[config.mk]
export PLATFORM = sky130hd
export DESIGN_NAME = phfm_split
export DESIGN_NICKNAME = d
export VERILOG_FILES = /design/src/design/phfm_pkg.sv /design/src/design/phfm_split.sv
export SDC_FILE = /design/constraint.sdc
export NUM_CORES = 1
export LEC_CHECK = 0
export BUFFER_PORTS_ARGS = -buffer_cell sky130_fd_sc_hd__buf_2
export CAP_MARGIN = 30
export CORE_UTILIZATION = 68
export DETAILED_ROUTE_END_ITERATION = 10
export PLACE_DENSITY = 0.87
export SETUP_SLACK_MARGIN = 0.15
export SLEW_MARGIN = 40
export SYNTH_ARGS = -nofsm -noshare
export SYNTH_HDL_FRONTEND = slang
export SYNTH_SLANG_ARGS = --single-unit
[constraint.sdc]
create_clock -name clk -period 11.7 [get_ports clk]
set_clock_uncertainty 0.15 [all_clocks]
set_input_delay 1.17 -clock clk [delete_from_list [all_inputs] [get_ports clk]]
set_output_delay 1.17 -clock clk [all_outputs]
set_load 0.02 [all_outputs]
[src/design/phfm_pkg.sv]
// ---------------------------------------------------------------------------
// Pixel hit frame merger package
// Beat types, codes, register indexes and shared constants.
// ---------------------------------------------------------------------------
package phfm_pkg;

  // Default geometry
  localparam int SENSORS = 8;
  localparam int LINES   = 576;
  localparam int COLUMNS = 1152;

  // Storage organization
  localparam int WORD_BITS  = 32;
  localparam int EPOCH_BITS = 8;

  // Field and register widths
  localparam int TIMER_BITS  = 13;
  localparam int SPLIT_BITS  = 12;
  localparam int OVERLAP_BITS = 10;
  localparam int OFFSET_BITS = 11;
  localparam int CFG_DATA_BITS = 13;
  localparam int CFG_INDEX_BITS = 3;

  // Register reset values
  localparam logic [TIMER_BITS-1:0] MAX_TIMER_RESET  = 13'd8191;
  localparam logic [TIMER_BITS-1:0] CYCLE_TIME_RESET = 13'd1152;

  // Highest frame index that can be accepted
  localparam logic [2:0] LAST_FRAME = 3'd4;

  // Frame indexes used by the split-line and frame-0 merges
  localparam logic [2:0] FRAME_FIRST  = 3'd0;
  localparam logic [2:0] FRAME_UPPER  = 3'd1;
  localparam logic [2:0] FRAME_LOWER  = 3'd2;

  // Merge modes
  localparam logic [1:0] MODE_WINDOW = 2'd0;
  localparam logic [1:0] MODE_SPLIT  = 2'd1;
  localparam logic [1:0] MODE_FRAME0 = 2'd2;

  typedef enum logic [1:0] {
    REQ_EVENT  = 2'd0,
    REQ_HEADER = 2'd1,
    REQ_HIT    = 2'd2,
    REQ_MASK   = 2'd3
  } req_t;

  typedef enum logic [CFG_INDEX_BITS-1:0] {
    REG_MERGE_MODE  = 3'd0,
    REG_MIN_TIMER   = 3'd1,
    REG_MAX_TIMER   = 3'd2,
    REG_CYCLE_TIME  = 3'd3,
    REG_ROW_OVERLAP = 3'd4,
    REG_ROW_OFFSET  = 3'd5,
    REG_MASK_ENABLE = 3'd6
  } cfg_reg_t;

  typedef enum logic [2:0] {
    ST_CLEAR,
    ST_IDLE,
    ST_RMW,
    ST_HOLD,
    ST_SPLIT
  } phfm_state_t;

  typedef enum logic [2:0] {
    SP_IDLE,
    SP_MUL,
    SP_ABS,
    SP_DIV,
    SP_ROUND,
    SP_DONE
  } split_state_t;

  typedef struct packed {
    logic [1:0]            req_type;
    logic [2:0]            sensor_id;
    logic [9:0]            hit_line;
    logic [10:0]           hit_column;
    logic [2:0]            frame_number;
    logic [TIMER_BITS-1:0] frame_timer;
    logic                  mask_bit;
  } in_beat_t;

  typedef struct packed {
    logic [2:0]  kept_sensor;
    logic [9:0]  kept_line;
    logic [10:0] kept_column;
  } out_beat_t;

  typedef struct packed {
    logic                  start;
    logic [TIMER_BITS-1:0] timer;
  } split_req_t;

  typedef struct packed {
    logic                         done;
    logic signed [SPLIT_BITS-1:0] line;
  } split_rsp_t;

endpackage

[src/design/phfm_split.sv]
// ---------------------------------------------------------------------------
// Split line unit
// Computes round(LINES*(2*cycle-timer)/cycle) + offset, ties to even,
// saturated to the split line width, with a one-bit-per-cycle divider.
// ---------------------------------------------------------------------------
module phfm_split #(
  parameter int LINES = phfm_pkg::LINES
) (
  input  logic                                       clk,
  input  logic                                       rst,
  input  logic [phfm_pkg::TIMER_BITS-1:0]            cycle_time,
  input  logic signed [phfm_pkg::OFFSET_BITS-1:0]    row_offset,
  input  phfm_pkg::split_req_t                       req,
  output phfm_pkg::split_rsp_t                       rsp
);

  localparam int TB   = phfm_pkg::TIMER_BITS;
  localparam int SB   = phfm_pkg::SPLIT_BITS;
  localparam int LW   = $clog2(LINES + 1);
  localparam int NW   = LW + TB + 1;
  localparam int RW   = TB + 1;
  localparam int CNTW = $clog2(NW + 1);
  localparam logic signed [NW+2:0] SAT_HI = (NW+3)'(2 ** (SB - 1) - 1);
  localparam logic signed [NW+2:0] SAT_LO = -SAT_HI - (NW+3)'(1);

  phfm_pkg::split_state_t state, state_next;

  logic [TB-1:0]                  divisor;
  logic [TB-1:0]                  timer;
  logic signed [NW:0]             prod;
  logic                           neg;
  logic [NW-1:0]                  mag;
  logic [NW-1:0]                  quo;
  logic [RW-1:0]                  rem;
  logic [CNTW-1:0]                count;
  logic signed [SB-1:0]           line_out;

  logic signed [TB+1:0]           diff;
  logic [RW-1:0]                  rem_sh;
  logic                           rem_ge;
  logic                           round_up;
  logic [NW:0]                    quo_rnd;
  logic signed [NW+2:0]           quo_sgn;
  logic signed [NW+2:0]           split_raw;

  // Datapath terms
  always_comb begin
    diff     = $signed({1'b0, divisor, 1'b0}) - $signed({2'b00, timer});
    rem_sh   = {rem[RW-2:0], mag[NW-1]};
    rem_ge   = rem_sh >= {1'b0, divisor};
    round_up = ({rem, 1'b0} > {2'b00, divisor}) ||
               (({rem, 1'b0} == {2'b00, divisor}) && quo[0]);
    quo_rnd  = {1'b0, quo} + (NW+1)'(round_up);
    quo_sgn  = neg ? -$signed({2'b00, quo_rnd}) : $signed({2'b00, quo_rnd});
    split_raw = quo_sgn + (NW+3)'(row_offset);
  end

  // State register
  always_ff @(posedge clk) begin
    if (rst) begin
      state <= phfm_pkg::SP_IDLE;
    end else begin
      state <= state_next;
    end
  end

  // Next state and response
  always_comb begin
    state_next = state;
    rsp.done   = 1'b0;
    rsp.line   = line_out;
    unique case (state)
      phfm_pkg::SP_IDLE: begin
        if (req.start) state_next = phfm_pkg::SP_MUL;
      end
      phfm_pkg::SP_MUL:   state_next = phfm_pkg::SP_ABS;
      phfm_pkg::SP_ABS:   state_next = phfm_pkg::SP_DIV;
      phfm_pkg::SP_DIV: begin
        if (count == CNTW'(NW - 1)) state_next = phfm_pkg::SP_ROUND;
      end
      phfm_pkg::SP_ROUND: state_next = phfm_pkg::SP_DONE;
      phfm_pkg::SP_DONE: begin
        rsp.done   = 1'b1;
        state_next = phfm_pkg::SP_IDLE;
      end
      default: state_next = phfm_pkg::SP_IDLE;
    endcase
  end

  // Operand capture, multiply, magnitude, shift-subtract and rounding
  always_ff @(posedge clk) begin
    unique case (state)
      phfm_pkg::SP_IDLE: begin
        if (req.start) begin
          divisor <= (cycle_time == '0) ? TB'(1) : cycle_time;
          timer   <= req.timer;
        end
      end
      phfm_pkg::SP_MUL: begin
        prod <= $signed((NW+1)'(diff)) * $signed((NW+1)'(LINES));
      end
      phfm_pkg::SP_ABS: begin
        neg   <= prod[NW];
        mag   <= prod[NW] ? NW'(-prod) : NW'(prod);
        quo   <= '0;
        rem   <= '0;
        count <= '0;
      end
      phfm_pkg::SP_DIV: begin
        rem   <= rem_ge ? (rem_sh - {1'b0, divisor}) : rem_sh;
        quo   <= {quo[NW-2:0], rem_ge};
        mag   <= {mag[NW-2:0], 1'b0};
        count <= count + CNTW'(1);
      end
      phfm_pkg::SP_ROUND: begin
        if (split_raw > SAT_HI) begin
          line_out <= SB'(SAT_HI);
        end else if (split_raw < SAT_LO) begin
          line_out <= SB'(SAT_LO);
        end else begin
          line_out <= SB'(split_raw);
        end
      end
      default: begin
      end
    endcase
  end

endmodule

==> impl_summary.log <==
[metrics] area fraction in compound gates after synthesis: 16.6%
[metrics] DRC Markers: 0
[metrics] number of cells in the finished layout apart from fillers: 1293
[metrics] die width: 123 um
[metrics] wire length on met1: 9990 um
[metrics] root cell of the clock tree: clkbuf_16
[metrics] CTS max path bufs: 2
[metrics] Die Span Y: 123 um
[metrics] routed length on met3: 1710 um
[metrics] global-route usage over all layers: 31.1%
[metrics] setup TNS: 0 ns
[metrics] slew margin rel.: 44.6%
[metrics] antenna violations before repair: 1
[metrics] via total after detailed routing: 8109
[metrics] # nets final: 1228
[metrics] Top-Level Pins: 53
[metrics] mux share of post-synthesis cell area: 1.24%
[metrics] post-route design area: 10900 um^2
[metrics] setup repair after global routing missed its margin: false
[metrics] Tightest Pin Transition: 0.831 ns
[metrics] GR Overflow Total: 0
[metrics] dpl cell area: 10200 um^2
[metrics] Fin Hold WS: 0.376 ns
[metrics] pre-CTS setup slack: 4.38 ns
[metrics] stages on the worst setup path: 33
[metrics] vias in the first global route: 7451
[metrics] ranking of synthesized cells by area: edfxtp_1 36%, ha_1 11%, xnor2_1 5.5%
[metrics] number of CTS-inserted buffers: 17
[metrics] highest net fanout along the worst path: 9
[metrics] number of synthesized flops with an enable pin: 119
[metrics] number of buffers added for setup after CTS: 0
[metrics] post-layout util: 77.4%
[metrics] hold path cells: 2
[metrics] H-Tree Level Count: 4
[metrics] worst-skew pair later-pin latency: 0.43 ns
[metrics] Leak: 4.45 nW
[metrics] top metal layer carrying routed signals: met4
[metrics] sum of met2 wire segment lengths after detailed routing: 10100 um
[metrics] Largest delay share family, worst path: compound AO/OA/AOI/OAI gates
[metrics] Routed WL: 22200 um
[metrics] area of the die: 15100 um^2
[metrics] share of Yosys cell area claimed by the top area cell type: 36.0%
[metrics] Port Buffer Count: 52
[metrics] Max Fclk: 132 MHz
[metrics] final weighted congestion in routability-driven placement: 0.933
[metrics] proportion of layout cells with a drive suffix above 1: 10.4%
[metrics] Floorplan Core Area: 14000 um^2
[metrics] first-pass GRT wire length: 36000 um
[metrics] element type at the critical path start: flip-flop
[metrics] portion of the post-synthesis area used by sequential elements: 36.6%
[metrics] Worst path max stage delay: 0.54 ns
[metrics] simple-gate share of the synthesized area: 19.7%
[metrics] Reg2Reg Depth: 33
[metrics] path class of the lowest-slack min-delay path: reg2reg
[metrics] Antenna Violating Nets Remaining: 0
[metrics] number of register bits inferred by synthesis: 122
[metrics] via density per instance: 6.27
[metrics] instance count after placement with tap cells included: 1260
[metrics] CTS clock-pin slew for the worst setup and hold paths: 0.06 ns
[metrics] Max stage delay cell, worst path: or4_4
[metrics] async set-reset flop share out of synthesis: 0%
[metrics] final worst-path cycle share: 64.5%
[metrics] clock tree from TritonCTS: built
[metrics] standard-cell rows: 43
[metrics] dominant synthesized flop cell: edfxtp_1
[metrics] Setup CP Type: reg2reg
[metrics] Yosys top cell by area: edfxtp_1
[metrics] pin count of the biggest net entering global routing: 87
[metrics] Post-Syn Nets: 1201
[metrics] DR iter-0 viols: 839
[metrics] Post-Syn Area: 9920 um^2
[metrics] worst supply voltage drop on vdd: 0.000107 V
[metrics] Initial DRT Pass Iterations: 7
[metrics] post-synthesis instance total: 1072
[metrics] number of hold-slack violations in the final timing report: 0
[metrics] power density normalized to cell area: 158 nW/um^2
[metrics] most frequent cell on the critical path: ha_1
[metrics] post_cts resized: 0
[metrics] count of hold-fix buffers inserted at cts: 0
[metrics] run status: complete, no violations
[metrics] warning count from the yosys run: 0
[metrics] effective utilization at floorplan: 70.6%
[metrics] crit path time final: 7.55 ns
[metrics] HPWL reported at the end of detailed placement: 16200 um
[metrics] Slew Viols, Final: 0
[metrics] total of endpoints with negative setup slack in the final report: 0
[metrics] average wire per standard cell: 17.1 um
[metrics] signed area change from the synthesized netlist to the final layout: 9.51%
[metrics] area share of fa/ha/maj cells after synthesis: 11.5%
[metrics] unique cell type count in the Yosys netlist: 80
[metrics] Final Total Pwr: 1.72 mW
[metrics] worst endpoint required time: 11.82 ns
[metrics] Buf+Inv Stages, Crit Path: 2
[metrics] synthesized area per cell: 9.25 um^2
[metrics] share of the synthesized netlist area taken by xor and xnor gates: 9.70%
[metrics] largest family of logic cells by synthesized area: simple AND/OR/NAND/NOR gates
[metrics] clock sink total: 122
[metrics] Worst Setup Slack, final: 4.15 ns
[metrics] number of max-cap violations: 0
[metrics] endpoint arrival time on the critical path: 7.67 ns
[metrics] capturing element type of the critical path: flip-flop
placed cells by master, fill, tap and decap left out, types with 17 or more instances in the layout:
cell type and instances:
inv_1 61, and3_1 33, nand2b_1 18, nand3_1 31, edfxtp_1 119, nor2_1 77, nor3_1 24, o21ai_0 67
nand2_1 89, clkbuf_16 17, ha_1 85, xnor2_1 62, buf_2 52, xor2_1 46, a21oi_1 64
flip-flops by register name, summed over array words and instances (netlist names):
register / flops
quo: 24
prod: 19
mag: 18
rem: 14
divisor: 13
timer: 13
line_out: 12
count: 5
state: 3
neg: 1
tightest hold or removal path, delay by kind of cell (launching register included):
kind / cells / cell delay, ns
simple gates: 1 / 0.04
flops: 1 / 0.32
compound gates: 1 / 0.06
report_power, final:
group	switching (mW)	total [mW]	internal (mW)
clock	0.203	0.561	0.358
combinational	0.324	0.566	0.243
sequential	0.0378	0.592	0.554
kinds of logic (layout without fill, tap and decap cells):
logic type               after synthesis  in the layout
buffers and inverters                110            150
multiplexers                          12             12
other                                  0              1
XOR/XNOR                             109            109
AND/OR/NAND/NOR                      370            370
AO/OA/AOI/OAI                        260            260
adder cells (fa/ha/maj)               89             89
flip-flops                           122            122
worst paths after layout:
path,startpoint,endpoint,slack [ns]
setup / recovery,divisor[1],line_out[2],4.15
hold / removal,mag[7],mag[8],0.38
hold reg to reg,mag[7],mag[8],0.38
setup reg to reg,divisor[1],line_out[2],4.15
cell type report:
type | count | area [um^2]
antenna | 1 | 2.50
clock buffer | 19 | 433
fill | 907 | 3180
timing repair buffer | 56 | 294
sequential | 122 | 3630
inverter | 62 | 233
clock inverter | 13 | 190
multi-input combinational | 840 | 5850
tap | 180 | 225
Yosys cell counts, drive strengths merged, types with 13 or more instances:
cell / count
edfxtp: 119
nand2: 90
ha: 85
nor2: 78
o21ai: 75
a21oi: 64
xnor2: 63
inv: 62
xor2: 46
clkbuf: 35
and3: 33
nand3: 31
nor3: 25
nand2b: 18
nor2b: 14
a21o: 13
buf: 13
nor4: 13
routing by layer:
layer	vias to the layer above	global-route usage [%]
met1	3757	43.2
met4	0	9.22
met5	-	0
met2	330	48.7
li1	3981	-
met3	41	6.88
Power figures use the tool's default switching activity.
